===== src/design/lsf_pkg.sv =====
// ----------------------------------------------------------------------------
// lsf_pkg
// Types and constants shared by the line substring filter.
// ----------------------------------------------------------------------------
`default_nettype none

package lsf_pkg;

  localparam int MAX_LINE_DEF    = 1024;
  localparam int MAX_PATTERN_DEF = 16;
  localparam int PAT_BYTES       = 16;
  localparam int LEN_W           = 11;
  localparam int PLEN_W          = 5;
  localparam int CFG_IDX_W       = 2;
  localparam int CFG_DATA_W      = 64;

  localparam logic [7:0]       NEWLINE_BYTE = 8'd10;
  localparam logic [LEN_W-1:0] LEN_FIELD_MAX = '1;

  typedef logic [7:0] byte_t;

  typedef enum logic [CFG_IDX_W-1:0] {
    CFG_PATTERN_LENGTH = 2'd0,
    CFG_PATTERN_LOW    = 2'd1,
    CFG_PATTERN_HIGH   = 2'd2,
    CFG_UNUSED         = 2'd3
  } cfg_idx_t;

  typedef struct packed {
    logic [7:0] data_byte;
    logic       end_of_input;
  } in_item_t;

  typedef struct packed {
    logic             line_matched;
    logic [LEN_W-1:0] line_length;
  } out_item_t;

  typedef struct packed {
    logic              hit;
    logic              empty;
    logic [PLEN_W-1:0] eff_len;
  } match_t;

endpackage

`default_nettype wire


===== src/design/lsf_match.sv =====
// ----------------------------------------------------------------------------
// lsf_match
// Parallel compare of the byte window against the configured pattern.
// ----------------------------------------------------------------------------
`default_nettype none

module lsf_match #(
  parameter int MAX_PATTERN = lsf_pkg::MAX_PATTERN_DEF
) (
  input  wire lsf_pkg::byte_t                     win [MAX_PATTERN],
  input  wire lsf_pkg::byte_t                     pat [lsf_pkg::PAT_BYTES],
  input  wire logic [lsf_pkg::PLEN_W-1:0]         plen,
  output lsf_pkg::match_t                         result
);
  import lsf_pkg::*;

  localparam logic [PLEN_W-1:0] MAX_PAT_L = PLEN_W'(MAX_PATTERN);

  logic [PLEN_W-1:0] limit;
  logic [PLEN_W-1:0] eff_len;
  logic              hit;
  logic              zero_found;
  logic [3:0]        pidx;

  // The pattern ends at its first zero byte within the used length.
  always_comb begin
    limit      = (plen > MAX_PAT_L) ? MAX_PAT_L : plen;
    eff_len    = limit;
    zero_found = 1'b0;
    for (int j = 0; j < PAT_BYTES; j++) begin
      if (!zero_found && (PLEN_W'(j) < limit) && (pat[j] == 8'd0)) begin
        eff_len    = PLEN_W'(j);
        zero_found = 1'b1;
      end
    end
  end

  // Window entry k holds the k-th newest byte and lines up with pattern
  // byte eff_len-1-k.
  always_comb begin
    hit  = 1'b1;
    pidx = '0;
    for (int k = 0; k < MAX_PATTERN; k++) begin
      pidx = 4'(eff_len - PLEN_W'(1) - PLEN_W'(k));
      if ((PLEN_W'(k) < eff_len) && (win[k] != pat[pidx])) begin
        hit = 1'b0;
      end
    end
  end

  assign result.hit     = hit;
  assign result.empty   = (eff_len == '0);
  assign result.eff_len = eff_len;

endmodule

`default_nettype wire


===== src/design/line_substring_filter_core.sv =====
// ----------------------------------------------------------------------------
// line_substring_filter_core
// Fixed-string line filter: one verdict and length per line of a byte stream.
// ----------------------------------------------------------------------------
// A line's verdict appears on the output register in the cycle after its newline
// beat (or an end-of-input beat that ends a non-empty line) is accepted.
// Throughput: one byte per cycle while in_stall is low; the window compare is done in that cycle.
// Reset clears the pattern registers, the line count and flags and the output valid.
`default_nettype none

module line_substring_filter_core #(
  parameter int MAX_LINE    = lsf_pkg::MAX_LINE_DEF,
  parameter int MAX_PATTERN = lsf_pkg::MAX_PATTERN_DEF
) (
  input  wire logic                              clk,
  input  wire logic                              rst_n,
  input  wire logic                              in_valid,
  output logic                                   in_stall,
  input  wire lsf_pkg::in_item_t                 in_data,
  output logic                                   out_valid,
  input  wire logic                              out_stall,
  output lsf_pkg::out_item_t                     out_data,
  input  wire logic                              cfg_valid,
  output logic                                   cfg_ready,
  input  wire logic [lsf_pkg::CFG_IDX_W-1:0]     cfg_index,
  input  wire logic [lsf_pkg::CFG_DATA_W-1:0]    cfg_data
);
  import lsf_pkg::*;

  localparam int CNT_W = $clog2(MAX_LINE + 1);
  localparam int EXT_W = (CNT_W > LEN_W) ? CNT_W : LEN_W;
  localparam logic [CNT_W-1:0] MAX_LINE_C = CNT_W'(MAX_LINE);

  logic [PLEN_W-1:0]     plen_r;
  logic [CFG_DATA_W-1:0] plow_r;
  logic [CFG_DATA_W-1:0] phigh_r;

  byte_t            win_r   [MAX_PATTERN];
  byte_t            win_nxt [MAX_PATTERN];
  logic [CNT_W-1:0] count_r, count_nxt;
  logic             found_r, found_nxt;
  logic             zero_r, zero_nxt;

  logic             out_valid_r, out_valid_nxt;
  out_item_t        out_data_r, out_data_nxt;

  byte_t            pat [PAT_BYTES];
  byte_t            win_shift [MAX_PATTERN];
  match_t           match;

  logic             in_acc;
  logic             eoi;
  byte_t            c;
  logic             do_store;
  logic             zs_new;
  logic             found_post;
  logic [CNT_W-1:0] count_post;
  logic [CNT_W:0]   count_inc;
  logic             emit;
  logic [EXT_W-1:0] count_ext;

  assign cfg_ready = 1'b1;
  assign in_stall  = out_valid_r & out_stall;
  assign in_acc    = in_valid & ~in_stall;
  assign out_valid = out_valid_r;
  assign out_data  = out_data_r;

  always_ff @(posedge clk) begin
    if (!rst_n) begin
      plen_r  <= '0;
      plow_r  <= '0;
      phigh_r <= '0;
    end else if (cfg_valid && cfg_ready) begin
      unique case (cfg_idx_t'(cfg_index))
        CFG_PATTERN_LENGTH: plen_r  <= cfg_data[PLEN_W-1:0];
        CFG_PATTERN_LOW:    plow_r  <= cfg_data;
        CFG_PATTERN_HIGH:   phigh_r <= cfg_data;
        default: ;
      endcase
    end
  end

  always_comb begin
    for (int j = 0; j < 8; j++) begin
      pat[j]     = plow_r[8*j +: 8];
      pat[j + 8] = phigh_r[8*j +: 8];
    end
  end

  assign c   = in_data.data_byte;
  assign eoi = in_data.end_of_input;

  always_comb begin
    win_shift[0] = c;
    for (int k = 1; k < MAX_PATTERN; k++) begin
      win_shift[k] = win_r[k-1];
    end
  end

  lsf_match #(
    .MAX_PATTERN(MAX_PATTERN)
  ) u_match (
    .win    (win_shift),
    .pat    (pat),
    .plen   (plen_r),
    .result (match)
  );

  always_comb begin
    do_store   = ~eoi && (count_r < MAX_LINE_C);
    zs_new     = zero_r | (c == 8'd0);
    count_inc  = {1'b0, count_r} + (CNT_W+1)'(1);
    count_post = do_store ? count_inc[CNT_W-1:0] : count_r;
    found_post = found_r;
    if (do_store && !zs_new) begin
      if (match.empty) begin
        if (count_r == '0) begin
          found_post = 1'b1;
        end
      end else if ((count_inc >= (CNT_W+1)'(match.eff_len)) && match.hit) begin
        found_post = 1'b1;
      end
    end
    emit      = eoi ? (count_r != '0) : (c == NEWLINE_BYTE);
    count_ext = EXT_W'(count_post);

    for (int k = 0; k < MAX_PATTERN; k++) begin
      win_nxt[k] = win_r[k];
    end
    count_nxt = count_r;
    found_nxt = found_r;
    zero_nxt  = zero_r;
    if (in_acc) begin
      if (eoi || emit) begin
        count_nxt = '0;
        found_nxt = 1'b0;
        zero_nxt  = 1'b0;
      end else if (do_store) begin
        if (!zs_new) begin
          for (int k = 0; k < MAX_PATTERN; k++) begin
            win_nxt[k] = win_shift[k];
          end
        end
        count_nxt = count_post;
        found_nxt = found_post;
        zero_nxt  = zs_new;
      end
    end

    out_valid_nxt = out_valid_r & out_stall;
    out_data_nxt  = out_data_r;
    if (in_acc && emit) begin
      out_valid_nxt             = 1'b1;
      out_data_nxt.line_matched = found_post;
      out_data_nxt.line_length  = (count_ext > EXT_W'(LEN_FIELD_MAX)) ?
                                  LEN_FIELD_MAX : count_ext[LEN_W-1:0];
    end
  end

  always_ff @(posedge clk) begin
    if (!rst_n) begin
      count_r     <= '0;
      found_r     <= 1'b0;
      zero_r      <= 1'b0;
      out_valid_r <= 1'b0;
    end else begin
      count_r     <= count_nxt;
      found_r     <= found_nxt;
      zero_r      <= zero_nxt;
      out_valid_r <= out_valid_nxt;
    end
  end

  always_ff @(posedge clk) begin
    win_r      <= win_nxt;
    out_data_r <= out_data_nxt;
  end

endmodule

`default_nettype wire


===== config.mk =====
export PLATFORM = sky130hd
export DESIGN_NAME = line_substring_filter_core
export DESIGN_NICKNAME = d
export VERILOG_FILES = /design/src/design/lsf_pkg.sv /design/src/design/lsf_match.sv /design/src/design/line_substring_filter_core.sv
export SDC_FILE = /design/constraint.sdc
export NUM_CORES = 1
export LEC_CHECK = 0
export ABC_AREA = 1
export BUFFER_PORTS_ARGS = -buffer_cell sky130_fd_sc_hd__buf_2
export CORE_MARGIN = 2
export CORE_UTILIZATION = 45
export DETAILED_ROUTE_END_ITERATION = 16
export PLACE_DENSITY = 0.7
export SETUP_SLACK_MARGIN = 0.5
export SYNTH_ARGS = -nofsm -noshare
export SYNTH_HDL_FRONTEND = slang
export SYNTH_HIERARCHICAL = 1
export SYNTH_SLANG_ARGS = --single-unit

===== constraint.sdc =====
create_clock -name clk -period 28.8 [get_ports clk]
set_input_delay 4.32 -clock clk [delete_from_list [all_inputs] [get_ports clk]]
set_output_delay 4.32 -clock clk [all_outputs]
set_load 0.005 [all_outputs]

==> metrics, run 1 <==
outcome=finished, final reports clean; Post-route DRC=0; hold crit path type=flop to flop; VDD IR-drop max=0.0000734 V; DP Area=21,500 um^2; RSZ-0062 raised after global routing=false; RePlAce Congestion=1.08; Yosys Warn Count=6; postcts setup bufs=0; commonest non-fill, non-tap cell in the layout=nand2_1; PortBufs=93; post-layout min period=8.99 ns; CTS tree=built; gr usage total=33.7%; CP endpoint=in_stall; critical path's top delay family=buffers and inverters; CP Max Fanout=3; core area=between 40,000 and 50,000 um^2; clk_lat worst skew=0.60 ns; initial antenna violation count=0; post-synth cell types=48; setup tns final=0 ns; post-CTS sizing=0; max_cap viols=0; number of global-route vias before repair=20,000; Via Count=between 20,000 and 25,000; R2R setup slack=20.40 ns; register area share after synthesis=33.2%; endpoints failing hold=0; worst path required time=roughly 24 ns; LEAKAGE=10.8 nW; critical path startpoint=out_stall; most frequent cells in the layout=nand2_1 (1,386), nand3_1 (487), nor2_1 (381); worst slew pin tran=1.13 ns; Pre-antenna DRT Iters=6; Post-Synthesis Cell Area=20,800 um^2; FF-to-FF Start=plen_r[3]; worst path bufs/invs=3; endpoints failing setup=0; root buf cell=clkbuf_16; initial core utilization=45.7%; clock tree skew after final layout=~0.017 ns; CTS Hold Bufs=0; post-DP HPWL=62,400 um; clk buf depth=3; critical path's slowest cell=buf_2; crit-path most repeated cell=buf_2; DR WL/cell=between 15 and 20 um; Congestion Overflow GR=0; die area=48,000 um^2; Iter 0 DRT Violations=2,961; Rows=78; mean number of vias per cell=5.56; Synth Register Bits=279; Levels on crit path=4; Die Width=roughly 220 um; Worst Setup Path Type=input port to primary output; CP Cell Sequence=buf_2, nand2_1, inv_1, buf_2; Syn Area/Cell=around 6 um^2; max-slew violation count=0; Ports=95; Largest stage delay, worst path=approximately 0.12 ns; Fillers=4,796; H-tree depth=1; total wire length=81,000 um; pwr/cell area=137 nW/um^2; syn nets=3,547; register area=6910 um^2; Layout area overhead=8.01%; Crit. End Element=primary output; multi-input logic area=12,200 um^2; Finished Cell Area=22,500 um^2; total CTS buffers=31; Clock transition at path regs=roughly 0.06 ns; clock sinks=around 280; worst rel slew slack=between 20% and 30%; worst r2r path cells=36; hold_ws=~0.48 ns; Synth area leaders=nand2_1 (25%), edfxtp_1 (19%), dfxtp_1 (14%); area leader, netlist=nand2_1; first-pass GRT wire length=between 100,000 and 150,000 um; WP data arrival=about 4.7 ns; top cell type's share of synthesized area=25.0%; share of post-route cells with drive strength above 1=under 10%; FF-to-FF End=out_data[11]; Layout Nets=roughly 3,500; cell count after synthesis=3,452; largest net degree at the start of global routing=136; Inserted Diodes=0; Final ANT Viol Nets=0; die height=219 um; fmax=111 MHz; total chip power=3.08 mW; Tcrit/Tclk final=31.2%; Setup crit start kind=input port
## registers in the layout (all words and copies together), names as in the netlist
signal / cells
out_valid: 1
phigh_r: 64
plen_r: 5
count_r: 11
win_r: 120
out_data: 12
plow_r: 64
zero_r: 1
found_r: 1
## worst register-to-register path, delay by kind of cell, from the launching register on
family / cells / cell delay (ns)
and+or+nand+nor: 28 / 4.50
adders and majority gates: 1 / 0.35
buffers and inverters: 5 / 2.04
DFF: 1 / 0.35
AOI/OAI and AO/OA: 2 / 1.08
## stage by stage
step / utilization (%) / std cells / worst slack (ns)
3_5_place_dp: 47.2 / 4001 / 19.82
5_1_grt: 49.4 / 4056 / 19.79
3_3_place_gp: 47.2 / 4001 / 19.81
2_1_floorplan: - / 3452 / 15.15
4_1_cts: 49.4 / 4056 / 19.82
6_report: 49.4 / 4056 / 19.81
## area by class of cell
class | count | area share, %
clock buffer | 39 | 3.76
inverter | 260 | 4.34
sequential | 279 | 30.7
timing repair buffer | 117 | 2.88
multi-input combinational | 2745 | 54.3
clock inverter | 16 | 0.656
tap | 600 | 3.34
## per-layer routing
| metal | routed length (um) | global-route usage (%) | up-vias |
|---|---|---|---|
| met5 | 0 | 0 | - |
| met2 | 33200 | 49.8 | 1131 |
| li1 | - | - | 11100 |
| met3 | 8730 | 6.50 | 195 |
| met4 | 5270 | 18.6 | 0 |
| met1 | 33800 | 46.3 | 10200 |
## cell families (layout without fill, tap and decap cells)
kind of cell               after synthesis  count (layout)  share of synthesized area, %
adders and majority gates               15              15                         0.901
xor gates and xnor gates                31              31                          1.63
DFF                                    279             279                          33.2
AOI/OAI and AO/OA                      322             322                          8.17
other                                    1               1                        0.0180
buffers and inverters                  428             432                          8.35
and+or+nand+nor                       2376            2376                          47.8
## synthesized netlist by cell type, drive strengths merged
cell,count
and2,2
o21ai,275
a31oi,1
nand4,19
a21o,3
o211ai,18
clkinv,1
edfxtp,132
a21oi,20
buf,83
nand2,1406
inv,259
nand3b,46
nand3,490
conb,1
nor4,7
or2,7
nor2,392
xor2,16
nor3,7
a21boi,1
o41ai,1
o21bai,3
xnor2,15
clkbuf,85
ha,15
dfxtp,147
## report_power, final
| part | leakage [nW] | internal [mW] | switching, mW | total, mW |
|---|---|---|---|---|
| clock | 0.483 | 0.219 | 0.176 | 0.395 |
| combinational | 7.95 | 0.592 | 1.64 | 2.23 |
| sequential | 2.42 | 0.430 | 0.0167 | 0.447 |
| total | 10.8 | 1.24 | 1.83 | 3.08 |
## worst min-delay path by stage
| stage | from | to | slack (ns) | cells past startpoint |
|---|---|---|---|---|
| floorplan | win_r[109] | win_r[101] | 0.44 | 0 |
| global placement | win_r[20] | win_r[12] | 0.45 | 0 |
| global route | win_r[46] | win_r[38] | 0.49 | 0 |
| CTS | win_r[59] | win_r[51] | 0.47 | 0 |
| finish | win_r[25] | win_r[17] | 0.48 | 0 |
| detailed placement | win_r[59] | win_r[51] | 0.46 | 0 |
Note: power is estimated with default switching activity, not from simulation.
==> run 2: changes to the inputs <==
clock period = 9.3 ns   (was 28.8 ns; I/O delays follow)
==> metrics, run 2 (same netlist as run 1, synthesis figures left out) <==
postcts setup bufs=0 (unchanged); hold crit path type=flop to flop; endpoints failing hold=0 (unchanged); Congestion Overflow GR=0 (unchanged); clock sinks=279 (unchanged); Crit. End Element=flop; M3 GR Usage=5.64% (-0.86 points); met2 GRT Util=52.0% (+2.2 points); worst r2r path cells=35 (-2.8%); Largest stage delay, worst path=0.63 ns (+0.51 ns); Layout area overhead=7.98% (about the same); initial core utilization=45.7% (unchanged); Hold Crit Endpoint=win_r[12]; total CTS buffers=29 (-6.5%); endpoints failing setup=0 (unchanged); post-layout min period=7.41 ns; CTS tree=built; hold path start=win_r[20]; initial antenna violation count=0 (unchanged); WP data arrival=7.88 ns (+3.21 ns); max reg flops=120 (unchanged); die height=219 um (unchanged); first-pass GRT wire length=127,000 um (+4.7%); crit-path most repeated cell=nand2_1; Iter 0 DRT Violations=3,289 (+11%); PortBufs=93 (unchanged); Placed Cells=4,004 (+0.075%); CTS Hold Bufs=0 (unchanged); root buf cell=clkbuf_16; largest net degree at the start of global routing=100 (-26%); FF-to-FF Start=plen_r[4]; GR Layer Usage met1=49.8% (+3.6 points); core area=45,600 um^2 (unchanged); R2R setup slack=1.89 ns (-18.51 ns); worst slew pin tran=1.08 ns (-0.0505 ns); Via Count=23,100 (+2.3%); Clock transition at path regs=0.07 ns (about the same); Largest Register=win_r; number of global-route vias before repair=20,500 (+2.2%); Setup crit start kind=flop; DR WL/cell=21.3 um (+6.7%); clk buf depth=3 (unchanged); worst path required time=9.77 ns (-14.71 ns); outcome=finished, final reports clean; FF-to-FF End=out_data[11]; fmax=135 MHz; Pre-antenna DRT Iters=6 (unchanged); worst rel slew slack=27.2% (+2.6 points); Final ANT Viol Nets=0 (unchanged); die area=48,000 um^2 (unchanged); biggest regs=win_r: 120 flops, phigh_r: 64 flops, plow_r: 64 flops; clock tree skew after final layout=0.0200 ns (+0.00289 ns); VDD IR-drop max=0.000227 V (+210%); Worst Setup Path Type=flop to flop; Ports=95 (unchanged); clk_lat worst skew=0.59 ns (about the same); CP Max Fanout=46 (+43); pwr/cell area=429 nW/um^2 (+210%); total wire length=86,400 um (+6.7%); H-tree depth=1 (unchanged); setup tns final=0 ns (unchanged); post-CTS sizing=0 (unchanged); Layout Nets=3,530 (+0.028%); Post-route DRC=0 (unchanged); critical path's slowest cell=xor2_2; post-DP HPWL=68,300 um (+9.5%); mean number of vias per cell=5.69 (+2.3%); share of post-route cells with drive strength above 1=6.54% (-0.089 points); gr usage total=35.7% (+2.0 points); Tcrit/Tclk final=~80%; LEAKAGE=10.9 nW (+0.11%); RSZ-0062 raised after global routing=false; RePlAce Congestion=1.10 (+2.0%); non-filler cells, final=4,057 (+0.025%); most frequent cells in the layout=nand2_1 (1,386), nand3_1 (487), nor2_1 (381); max-slew violation count=0 (unchanged); Rows=78 (unchanged); Die Width=219 um (unchanged); Inserted Diodes=0 (unchanged); busiest grt layer=met2; commonest non-fill, non-tap cell in the layout=nand2_1; hold path cells=0 (unchanged); max_cap viols=0 (unchanged)
-- run 2: where the power goes --
part | internal, mW | total [mW] | switching, mW
clock network | 0.689 | 1.19 | 0.501
registers | 1.33 | 1.38 | 0.0528
logic | 1.85 | 7.09 | 5.24
-- run 2: layout make-up --
cell class | count | area, um^2
clock buffers | 42 | 852
fillers | 4803 | 23100
clock inverters | 11 | 108
inverters | 260 | 976
multi-input cells | 2745 | 12200
repair buffers | 120 | 671
flip-flops and latches | 279 | 6910
well taps | 600 | 751
-- run 2: layer usage --
layer	up-vias	share of wire [%]
met5	-	0
met4	0	7.4
met3	244	10
met2	1258	40
met1	10500	42
li1	11000	-
-- run 2: worst max path at each step --
stage / start / to / slack [ns] / cells after the start
2_1_floorplan: in_data[0] / win_r[100] / 2.30 / 4
3_3_place_gp: plen_r[4] / out_data[11] / 2.34 / 35
3_5_place_dp: plen_r[4] / out_data[11] / 2.18 / 35
4_1_cts: plen_r[4] / out_data[11] / 2.15 / 35
5_1_grt: plen_r[4] / out_data[11] / 1.44 / 36
6_report: plen_r[4] / out_data[11] / 1.89 / 35
-- run 2: worst max-delay path, delay by kind of cell, from the launching register on --
family	cells	cell delay (ns)
and+or+nand+nor	28	4.18
buffers and inverters	4	1.29
adders and majority gates	2	0.74
xor gates and xnor gates	1	0.63
DFF	1	0.36
-- run 2: through the flow --
| step | power, mW | hold WS (ns) | instance area (um^2) | setup WS, ns | util, % |
|---|---|---|---|---|---|
| finish | 9.66 | 0.470 | 22500 | 1.89 | 49.4 |
| global route | 10.3 | 0.489 | 22500 | 1.44 | 49.4 |
| CTS | 9.41 | 0.472 | 22500 | 2.15 | 49.4 |
| detailed placement | 8.20 | 0.458 | 21500 | 2.18 | 47.3 |
| global placement | 8.18 | 0.453 | 21500 | 2.34 | 47.3 |
| floorplan | 6.22 | 0.441 | 20800 | 2.30 | - |
